===== src/sv/top_n_largest_distinct_tracker_assert.svh =====
// Assertion macros used by the tracker back end (tndt_back).
`ifndef TOP_N_LARGEST_DISTINCT_TRACKER_ASSERT_SVH
`define TOP_N_LARGEST_DISTINCT_TRACKER_ASSERT_SVH

// Same-cycle implication, disabled while reset is held.
`define TNDT_ASSERT_IMP(label, clk, rst_n, ante, cons) \
  label: assert property (@(posedge clk) disable iff (!rst_n) (ante) |-> (cons)) \
    else $error("tracker assertion failed");

// Next-cycle implication, disabled while reset is held.
`define TNDT_ASSERT_NXT(label, clk, rst_n, ante, cons) \
  label: assert property (@(posedge clk) disable iff (!rst_n) (ante) |=> (cons)) \
    else $error("tracker assertion failed");

`endif


===== src/sv/tndt_pkg.sv =====
`timescale 1ns / 1ps

package tndt_pkg;

  localparam int VALUE_W       = 64;
  localparam int KEEP_W        = 7;
  localparam int TOP_COUNT_DEF = 16;
  localparam int QUEUE_DEPTH   = 2;

  localparam logic [KEEP_W-1:0] KEEP_RESET = 7'd16;

  // Item kinds on the input channel.
  localparam logic KIND_OFFER = 1'b0;
  localparam logic KIND_READ  = 1'b1;

  // Classified item passed from the front end to the back end.
  typedef struct packed {
    logic                      is_read;
    logic signed [VALUE_W-1:0] value;
  } item_t;

  // Effective keep count: zero counts as one, and values above the capacity clamp.
  function automatic logic [KEEP_W-1:0] eff_keep(input logic [KEEP_W-1:0] kc,
                                                 input logic [KEEP_W-1:0] cap);
    logic [KEEP_W-1:0] k;
    k = kc;
    if (kc == '0) begin
      k = 7'd1;
    end else if (kc > cap) begin
      k = cap;
    end
    return k;
  endfunction

endpackage


===== src/sv/top_n_largest_distinct_tracker.sv =====
`timescale 1ns / 1ps

// Streaming top-k tracker. The block holds, largest first, the distinct signed
// 64-bit values it has been offered, at most k of them, where k is the keep_count
// register clamped to 1..TOP_COUNT (zero counts as one). An offer (kind 0) that
// equals a held entry is ignored; otherwise it is inserted in order while fewer
// than k are held, and once k are held it displaces the smallest entry only if it
// is larger. A readout (kind 1) returns the held entries highest first with
// present set and last_of_run on the final one; an empty list returns a single
// item with held_value 0, present 0 and last_of_run 1. Writing a smaller
// keep_count drops the smallest entries. Items enter through a one-item input
// register and a two-entry queue, so the input side keeps accepting up to three
// items while the back end is busy with a readout or the output stalls. In the
// back end an offer is handled by the compare-and-shift over all TOP_COUNT entry
// cells, so offers run at one item per clock while no readout is in progress.
// A readout of n entries occupies the back end until its last result (the single
// item for an empty list) is loaded into the output stage, one result per cycle
// through a registered output stage while the consumer holds out_ready high.
// Configuration is always ready and must only be written while the block is idle.

module top_n_largest_distinct_tracker #(
  parameter int TOP_COUNT = tndt_pkg::TOP_COUNT_DEF
) (
  input  logic                                clk,
  input  logic                                rst_n,
  input  logic                                in_valid,
  output logic                                in_ready,
  input  logic                                in_kind,
  input  logic signed [tndt_pkg::VALUE_W-1:0] in_sample_value,
  input  logic                                cfg_valid,
  output logic                                cfg_ready,
  input  logic [tndt_pkg::KEEP_W-1:0]         cfg_keep_count,
  output logic                                out_valid,
  input  logic                                out_ready,
  output logic signed [tndt_pkg::VALUE_W-1:0] out_held_value,
  output logic                                out_present,
  output logic                                out_last_of_run
);

  // Front end to queue.
  logic            f_valid;
  logic            f_ready;
  tndt_pkg::item_t f_item;

  // Queue to back end.
  logic            q_valid;
  logic            q_ready;
  tndt_pkg::item_t q_item;

  // The front end registers each item and tags it as an offer or a readout.
  tndt_front u_front (
    .clk             (clk),
    .rst_n           (rst_n),
    .in_valid        (in_valid),
    .in_ready        (in_ready),
    .in_kind         (in_kind),
    .in_sample_value (in_sample_value),
    .f_valid         (f_valid),
    .f_ready         (f_ready),
    .f_item          (f_item)
  );

  // The queue decouples the front end from a back end busy with a readout.
  tndt_queue #(
    .DEPTH (tndt_pkg::QUEUE_DEPTH)
  ) u_queue (
    .clk        (clk),
    .rst_n      (rst_n),
    .push_valid (f_valid),
    .push_ready (f_ready),
    .push_item  (f_item),
    .pop_valid  (q_valid),
    .pop_ready  (q_ready),
    .pop_item   (q_item)
  );

  // The back end holds the sorted list, the fill count and the keep register.
  tndt_back #(
    .TOP_COUNT (TOP_COUNT)
  ) u_back (
    .clk             (clk),
    .rst_n           (rst_n),
    .q_valid         (q_valid),
    .q_ready         (q_ready),
    .q_item          (q_item),
    .cfg_valid       (cfg_valid),
    .cfg_ready       (cfg_ready),
    .cfg_keep_count  (cfg_keep_count),
    .out_valid       (out_valid),
    .out_ready       (out_ready),
    .out_held_value  (out_held_value),
    .out_present     (out_present),
    .out_last_of_run (out_last_of_run)
  );

endmodule


===== src/sv/tndt_front.sv =====
`timescale 1ns / 1ps

module tndt_front (
  input  logic                                clk,
  input  logic                                rst_n,
  input  logic                                in_valid,
  output logic                                in_ready,
  input  logic                                in_kind,
  input  logic signed [tndt_pkg::VALUE_W-1:0] in_sample_value,
  output logic                                f_valid,
  input  logic                                f_ready,
  output tndt_pkg::item_t                     f_item
);

  logic            hold_valid_r;
  logic            hold_valid_nxt;
  tndt_pkg::item_t hold_r;
  logic            accept;

  assign in_ready = !hold_valid_r || f_ready;
  assign accept   = in_valid && in_ready;
  assign f_valid  = hold_valid_r;
  assign f_item   = hold_r;

  always_comb begin
    hold_valid_nxt = hold_valid_r;
    if (accept) begin
      hold_valid_nxt = 1'b1;
    end else if (f_ready) begin
      hold_valid_nxt = 1'b0;
    end
  end

  always_ff @(posedge clk) begin
    if (!rst_n) begin
      hold_valid_r <= 1'b0;
    end else begin
      hold_valid_r <= hold_valid_nxt;
    end
  end

  // The value is dropped to zero on a readout so the back end sees a clean item.
  always_ff @(posedge clk) begin
    if (accept) begin
      hold_r.is_read <= (in_kind == tndt_pkg::KIND_READ);
      hold_r.value   <= (in_kind == tndt_pkg::KIND_READ) ? '0 : in_sample_value;
    end
  end

endmodule


===== src/sv/tndt_queue.sv =====
`timescale 1ns / 1ps

module tndt_queue #(
  parameter int DEPTH = tndt_pkg::QUEUE_DEPTH
) (
  input  logic            clk,
  input  logic            rst_n,
  input  logic            push_valid,
  output logic            push_ready,
  input  tndt_pkg::item_t push_item,
  output logic            pop_valid,
  input  logic            pop_ready,
  output tndt_pkg::item_t pop_item
);

  localparam int PTR_W = (DEPTH > 1) ? $clog2(DEPTH) : 1;
  localparam int CNT_W = $clog2(DEPTH + 1);

  tndt_pkg::item_t    slot_r [DEPTH];
  logic [PTR_W-1:0]   wr_ptr_r;
  logic [PTR_W-1:0]   wr_ptr_nxt;
  logic [PTR_W-1:0]   rd_ptr_r;
  logic [PTR_W-1:0]   rd_ptr_nxt;
  logic [CNT_W-1:0]   count_r;
  logic [CNT_W-1:0]   count_nxt;
  logic               push;
  logic               pop;

  assign push_ready = (count_r < CNT_W'(DEPTH));
  assign pop_valid  = (count_r != '0);
  assign push       = push_valid && push_ready;
  assign pop        = pop_valid && pop_ready;
  assign pop_item   = slot_r[rd_ptr_r];

  always_comb begin
    wr_ptr_nxt = wr_ptr_r;
    rd_ptr_nxt = rd_ptr_r;
    count_nxt  = count_r;
    if (push) begin
      wr_ptr_nxt = (wr_ptr_r == PTR_W'(DEPTH - 1)) ? '0 : wr_ptr_r + PTR_W'(1);
    end
    if (pop) begin
      rd_ptr_nxt = (rd_ptr_r == PTR_W'(DEPTH - 1)) ? '0 : rd_ptr_r + PTR_W'(1);
    end
    if (push && !pop) begin
      count_nxt = count_r + CNT_W'(1);
    end else if (pop && !push) begin
      count_nxt = count_r - CNT_W'(1);
    end
  end

  always_ff @(posedge clk) begin
    if (!rst_n) begin
      wr_ptr_r <= '0;
      rd_ptr_r <= '0;
      count_r  <= '0;
    end else begin
      wr_ptr_r <= wr_ptr_nxt;
      rd_ptr_r <= rd_ptr_nxt;
      count_r  <= count_nxt;
    end
  end

  always_ff @(posedge clk) begin
    if (push) begin
      slot_r[wr_ptr_r] <= push_item;
    end
  end

endmodule


===== src/sv/tndt_back.sv =====
`timescale 1ns / 1ps
`include "top_n_largest_distinct_tracker_assert.svh"

module tndt_back #(
  parameter int TOP_COUNT = tndt_pkg::TOP_COUNT_DEF
) (
  input  logic                                clk,
  input  logic                                rst_n,
  input  logic                                q_valid,
  output logic                                q_ready,
  input  tndt_pkg::item_t                     q_item,
  input  logic                                cfg_valid,
  output logic                                cfg_ready,
  input  logic [tndt_pkg::KEEP_W-1:0]         cfg_keep_count,
  output logic                                out_valid,
  input  logic                                out_ready,
  output logic signed [tndt_pkg::VALUE_W-1:0] out_held_value,
  output logic                                out_present,
  output logic                                out_last_of_run
);

  localparam int CNT_W = $clog2(TOP_COUNT + 1);
  localparam int IDX_W = (TOP_COUNT > 1) ? $clog2(TOP_COUNT) : 1;
  localparam logic [tndt_pkg::KEEP_W-1:0] CAP = tndt_pkg::KEEP_W'(TOP_COUNT);

  typedef enum logic {
    ST_IDLE,
    ST_READ
  } state_t;

  state_t                                state_r;
  state_t                                state_nxt;
  logic signed [tndt_pkg::VALUE_W-1:0]   entry_r [TOP_COUNT];
  logic [CNT_W-1:0]                      filled_r;
  logic [CNT_W-1:0]                      filled_nxt;
  logic [tndt_pkg::KEEP_W-1:0]           keep_r;
  logic [tndt_pkg::KEEP_W-1:0]           keep_nxt;
  logic [IDX_W-1:0]                      rd_idx_r;
  logic [IDX_W-1:0]                      rd_idx_nxt;
  logic                                  out_valid_r;
  logic                                  out_valid_nxt;
  logic signed [tndt_pkg::VALUE_W-1:0]   out_value_r;
  logic signed [tndt_pkg::VALUE_W-1:0]   out_value_nxt;
  logic                                  out_present_r;
  logic                                  out_present_nxt;
  logic                                  out_last_r;
  logic                                  out_last_nxt;

  logic [CNT_W-1:0]                      k_eff;
  logic [CNT_W-1:0]                      k_cfg;
  logic [TOP_COUNT-1:0]                  vld;
  logic [TOP_COUNT-1:0]                  eq;
  logic [TOP_COUNT-1:0]                  kept;
  logic [TOP_COUNT-1:0]                  beat;
  logic [TOP_COUNT-1:0]                  wr;
  logic signed [tndt_pkg::VALUE_W-1:0]   shift_val [TOP_COUNT];
  logic                                  dup;
  logic                                  ins;
  logic                                  ins_go;
  logic                                  full;
  logic                                  slot_free;
  logic                                  rd_last;

  assign k_eff     = CNT_W'(tndt_pkg::eff_keep(keep_r, CAP));
  assign k_cfg     = CNT_W'(tndt_pkg::eff_keep(cfg_keep_count, CAP));
  assign cfg_ready = 1'b1;

  // Compare-and-shift cells: every cell compares its entry against the offered value.
  genvar g;
  generate
    for (g = 0; g < TOP_COUNT; g++) begin : g_cell
      assign vld[g]  = (CNT_W'(g) < filled_r);
      assign eq[g]   = vld[g] && (entry_r[g] == q_item.value);
      assign kept[g] = vld[g] && (entry_r[g] > q_item.value);
      assign beat[g] = (CNT_W'(g) < k_eff) && !kept[g];
      assign wr[g]   = ins_go && (CNT_W'(g) <= filled_r) && (CNT_W'(g) < k_eff) && !kept[g];
      if (g == 0) begin : g_head
        assign shift_val[g] = q_item.value;
      end else begin : g_body
        assign shift_val[g] = kept[g-1] ? q_item.value : entry_r[g-1];
      end
      always_ff @(posedge clk) begin
        if (wr[g]) begin
          entry_r[g] <= shift_val[g];
        end
      end
    end
  endgenerate

  // The list is sorted, so a free slot below k exists exactly when the value
  // either fits into a list that is not full or beats its smallest entry.
  assign dup     = |eq;
  assign ins     = !dup && (|beat);
  assign full    = (filled_r >= k_eff);
  assign ins_go  = (state_r == ST_IDLE) && q_valid && !q_item.is_read && ins;
  assign q_ready = (state_r == ST_IDLE);

  assign slot_free = !out_valid_r || out_ready;
  assign rd_last   = ((CNT_W'(rd_idx_r) + CNT_W'(1)) == filled_r);

  always_comb begin
    state_nxt       = state_r;
    filled_nxt      = filled_r;
    keep_nxt        = keep_r;
    rd_idx_nxt      = rd_idx_r;
    out_valid_nxt   = out_valid_r && !out_ready;
    out_value_nxt   = out_value_r;
    out_present_nxt = out_present_r;
    out_last_nxt    = out_last_r;
    case (state_r)
      ST_IDLE: begin
        if (q_valid) begin
          if (q_item.is_read) begin
            state_nxt  = ST_READ;
            rd_idx_nxt = '0;
          end else if (ins) begin
            filled_nxt = full ? filled_r : filled_r + CNT_W'(1);
          end
        end
      end
      ST_READ: begin
        if (slot_free) begin
          out_valid_nxt = 1'b1;
          if (filled_r == '0) begin
            out_value_nxt   = '0;
            out_present_nxt = 1'b0;
            out_last_nxt    = 1'b1;
            state_nxt       = ST_IDLE;
          end else begin
            out_value_nxt   = entry_r[rd_idx_r];
            out_present_nxt = 1'b1;
            out_last_nxt    = rd_last;
            if (rd_last) begin
              state_nxt = ST_IDLE;
            end else begin
              rd_idx_nxt = rd_idx_r + IDX_W'(1);
            end
          end
        end
      end
      default: begin
        state_nxt = ST_IDLE;
      end
    endcase
    // User must send configuration only while idle (unenforced); shrinking k drops the smallest entries.
    if (cfg_valid) begin
      keep_nxt = cfg_keep_count;
      if (filled_r > k_cfg) begin
        filled_nxt = k_cfg;
      end
    end
  end

  always_ff @(posedge clk) begin
    if (!rst_n) begin
      state_r       <= ST_IDLE;
      filled_r      <= '0;
      keep_r        <= tndt_pkg::KEEP_RESET;
      rd_idx_r      <= '0;
      out_valid_r   <= 1'b0;
      out_value_r   <= '0;
      out_present_r <= 1'b0;
      out_last_r    <= 1'b0;
    end else begin
      state_r       <= state_nxt;
      filled_r      <= filled_nxt;
      keep_r        <= keep_nxt;
      rd_idx_r      <= rd_idx_nxt;
      out_valid_r   <= out_valid_nxt;
      out_value_r   <= out_value_nxt;
      out_present_r <= out_present_nxt;
      out_last_r    <= out_last_nxt;
    end
  end

  assign out_valid       = out_valid_r;
  assign out_held_value  = out_value_r;
  assign out_present     = out_present_r;
  assign out_last_of_run = out_last_r;

  `TNDT_ASSERT_IMP(a_fill_within_k, clk, rst_n, 1'b1, filled_r <= k_eff)
  `TNDT_ASSERT_IMP(a_read_index_held, clk, rst_n, (state_r == ST_READ) && (filled_r != '0), CNT_W'(rd_idx_r) < filled_r)
  `TNDT_ASSERT_NXT(a_read_freezes_list, clk, rst_n, (state_r == ST_READ) && !cfg_valid, $stable(filled_r))
  generate
    for (g = 1; g < TOP_COUNT; g++) begin : g_order_chk
      `TNDT_ASSERT_IMP(a_strict_order, clk, rst_n, CNT_W'(g) < filled_r, entry_r[g-1] > entry_r[g])
    end
  endgenerate

endmodule

===== config.mk =====
export PLATFORM = sky130hd
export DESIGN_NAME = top_n_largest_distinct_tracker
export DESIGN_NICKNAME = d
export VERILOG_FILES = /design/src/sv/tndt_pkg.sv /design/src/sv/top_n_largest_distinct_tracker.sv /design/src/sv/tndt_front.sv /design/src/sv/tndt_queue.sv /design/src/sv/tndt_back.sv
export VERILOG_INCLUDE_DIRS = /design/src /design/src/sv
export SDC_FILE = /design/constraint.sdc
export NUM_CORES = 2
export LEC_CHECK = 0
export BUFFER_PORTS_ARGS = -buffer_cell sky130_fd_sc_hd__buf_2
export CORE_MARGIN = 10
export CORE_UTILIZATION = 40
export CTS_CLUSTER_DIAMETER = 80
export DETAILED_ROUTE_END_ITERATION = 16
export SLEW_MARGIN = 5
export SYNTH_ARGS = -nofsm -noshare
export SYNTH_HDL_FRONTEND = slang
export SYNTH_SLANG_ARGS = --single-unit
export TNS_END_PERCENT = 10

===== constraint.sdc =====
create_clock -name clk -period 22.5 [get_ports clk]
set_input_delay 4.5 -clock clk [delete_from_list [all_inputs] [get_ports clk]]
set_output_delay 4.5 -clock clk [all_outputs]
set_load 0.02 [all_outputs]

==> flow_summary.ini <==
[clock_tree]
numClockSinks = 1313
clkTransAtPathRegs_ps = 60
cts.htree.levels = 4
clk_latency_ps = 840
post_cts_resized = 0
cts_tree = yes
cts_made_buffers = 164
clockBufferDepth = 3
cts_root_buf = clkbuf_16
cts_hold_buf = 0
cts_setup_buffers = 0

[routing]
drtIter0Drc = 8837
detail_route.wl_per_cell_um = 30.1
first_pass_iters = 6
ant_nets = 0
drc = 0
vias_per_cell = 6.35
wl_mm = 305
vias = 64400

[timing]
drv_slew = 0
relSlewSlack_pct = 11.2
setup_violations = 0
clock.fmax_ghz = 0.105
period_share_pct = 42.1
hold_viol = 0
worst_pin_slew_ps = 1320
min_period_ps = 9480
fin_skew_ps = 50.2
tns_ps = 0
grt_setup_unrepaired = no

[synth]
yosysWarningCount = 0
synth_cell_type_count = 77
syn_nets = 8367
synthFlopType = edfxtp_1
synthMuxAreaShare_pct = 9.81
synth_area_sq_mm = 0.0818
syn_inst = 7251
seq_area_frac_synth_pct = 47.0
yosys.area_share.simple_pct = 11.4
yosys.area_share.adder_pct = 15.9
synth_edf_count = 1219
synth_compound_area_share_pct = 13.3
syn_avg_cell_area_sq_um = 11.3
synth_top_family_by_area = adder cells
synth_xor_area_share_pct = 0.128
async_flop_share_pct = 0
ys_ff_latch = 1313

[layout]
area_growth_pct = 13.0
final_cell_mix = 1219 x edfxtp_1, 1039 x ha_1, 874 x a21oi_1
nNetsFinal = 8437
post_route_cells_drive_above_1_share_pct = 13.4
finalInstanceArea_sq_mm = 0.0925
layout_commonest_cell = edfxtp_1
fillers = 18500

[die]
io_pins = 146
dieWidth_um = 472
rows = 165
core_sq_mm = 0.203
start_util_pct = 40.4
design.die.area_sq_mm = 0.223
die_h_um = 472

[critical_path]
start_kind = register
critical_path_class = register to register
end_kind = register
path_max_fanout = 48
critPathRequiredTime_ps = 22900
cp.arrival_ps = 9880

[global_route]
grt_max_degree = 132
grt_usage_pct = 26.5
antenna_found_initial = 27
grt_pass1_vias = 61400
grt_pass1_wl_mm = 440
overflow = 0

[power]
vdd_drop_max_v = 0.000145
clkPwrFrac_pct = 25.2
seqPwrFrac_pct = 32.1
power.density_mw_per_mm2 = 120
swShare_pct = 41.7
p_int_w = 0.00645
p_sw_w = 0.00461
pwr-share-comb_pct = 42.7
leakage_nw = 34.6

[placed_design]
port_buffers = 144
dp_hpwl_mm = 216
placed_area_sq_mm = 0.0868
place_congestion = 1.00

[job]
drv_cap = 0

[run_status]
status = finished, final reports clean

[min_path]
hold_class = register to register
area by class of cell:
class | count | area (sq um) | area share (%)
tap | 2672 | 3340 | 3.62
inverter | 122 | 458 | 0.495
clock buffer | 218 | 4590 | 4.96
sequential | 1313 | 38500 | 41.6
multi-input combinational | 5418 | 42500 | 46.0
antenna | 8 | 20.0 | 0.0217
clock inverter | 89 | 1040 | 1.13
timing repair buffer | 302 | 1960 | 2.12
critical path, cell delays in order (launching register included):
cell	delay (ps)
dfxtp_4	510
buf_12	530
mux2i_4	330
buf_4	350
ha_1	340
nand4_1	280
nor4_1	1020
nand4_1	520
nor4b_1	1170
a21boi_0	910
nor4_1	260
mux2i_4	350
a222oi_1	340
nand4_1	200
nor4_2	680
nor2_1	150
o2111a_4	360
buf_4	460
Yosys cell counts, drive strengths merged (13+ instances only):
cell type,instances,area (sq um)
a2111oi,13,114
a211oi,37,283
a21o,111,833
a21oi,876,4380
a221oi,34,298
a22oi,71,533
and4,36,315
buf,41,158
clkbuf,357,1340
dfxtp,94,1880
edfxtp,1219,36600
ha,1039,13000
inv,119,447
mux2i,82,821
mux4,320,7210
nand2,749,2810
nand2b,18,113
nand3,110,551
nand4,215,1350
nor2,560,2100
nor2b,174,1090
nor3,47,235
nor4,51,325
o211ai,32,240
o21ai,664,3320
power by group through the flow:
stage	Combinational [W]	Clock [W]	Sequential (W)
after floorplan	0.00288	0	0.00352
after global placement	0.00448	0	0.00358
after detailed placement	0.00461	0	0.00358
after CTS	0.00463	0.00283	0.00354
after global routing	0.00513	0.00293	0.00357
final	0.00472	0.00279	0.00355
stage by stage:
step                power (W)  util, %  std cells  setup WS, ps  hold slack (ps)
finish                 0.0111     45.6      10100         13020              436
global route           0.0116     45.6      10100         12990              450
CTS                    0.0110     45.6      10100         13400              438
detailed placement    0.00820     42.8       9827         13500              431
global placement      0.00806     42.8       9827         13310              423
floorplan             0.00640        -       7251          6990              421
registers in the layout (all words and copies together) (netlist names), named ones only:
| signal | cells |
|---|---|
| u_back.entry_r | 1024 |
| u_back.filled_r | 5 |
| u_back.keep_r | 7 |
| u_back.out_held_value | 64 |
| u_back.out_last_of_run | 1 |
| u_back.out_present | 1 |
| u_back.out_valid | 1 |
| u_back.rd_idx_r | 4 |
| u_back.state_r | 1 |
| u_front.f_item | 65 |
| u_front.f_valid | 1 |
| u_queue.count_r | 2 |
| u_queue.rd_ptr_r | 1 |
| u_queue.slot_r | 130 |
| u_queue.wr_ptr_r | 1 |
cell families (layout without fill, tap and decap cells):
group,after synthesis,in the layout
multiplexers,402,402
AO/OA/AOI/OAI,1941,1941
flip-flops,1313,1313
adder cells (fa/ha/maj),1040,1040
XOR/XNOR,12,12
other,1,9
AND/OR/NAND/NOR,2022,2022
buffers and inverters,520,731
worst paths after layout:
kind / from / to / slack (ps) / cells past startpoint
worst max-delay path: register / u_back.entry_r[6][61]$_DFFE_PP_ / 13020 / 17
worst min-delay path: u_front.f_item[31]$_SDFFCE_PP0P_ / u_queue.slot_r[0][31]$_DFFE_PP_ / 440 / 0
worst max register to register: register / u_back.entry_r[6][61]$_DFFE_PP_ / 13020 / 17
worst min register to register: u_front.f_item[31]$_SDFFCE_PP0P_ / u_queue.slot_r[0][31]$_DFFE_PP_ / 440 / 0
metal layers:
metal  GRT usage (%)  wire length (um)  up-vias
met5               0               173        -
met4            11.1             14600       26
met3            6.06             32800      637
met2            39.8            132000     3660
met1            36.7            125000    31900
li1                -                 -    28200
(Power assumes the default switching activity.)
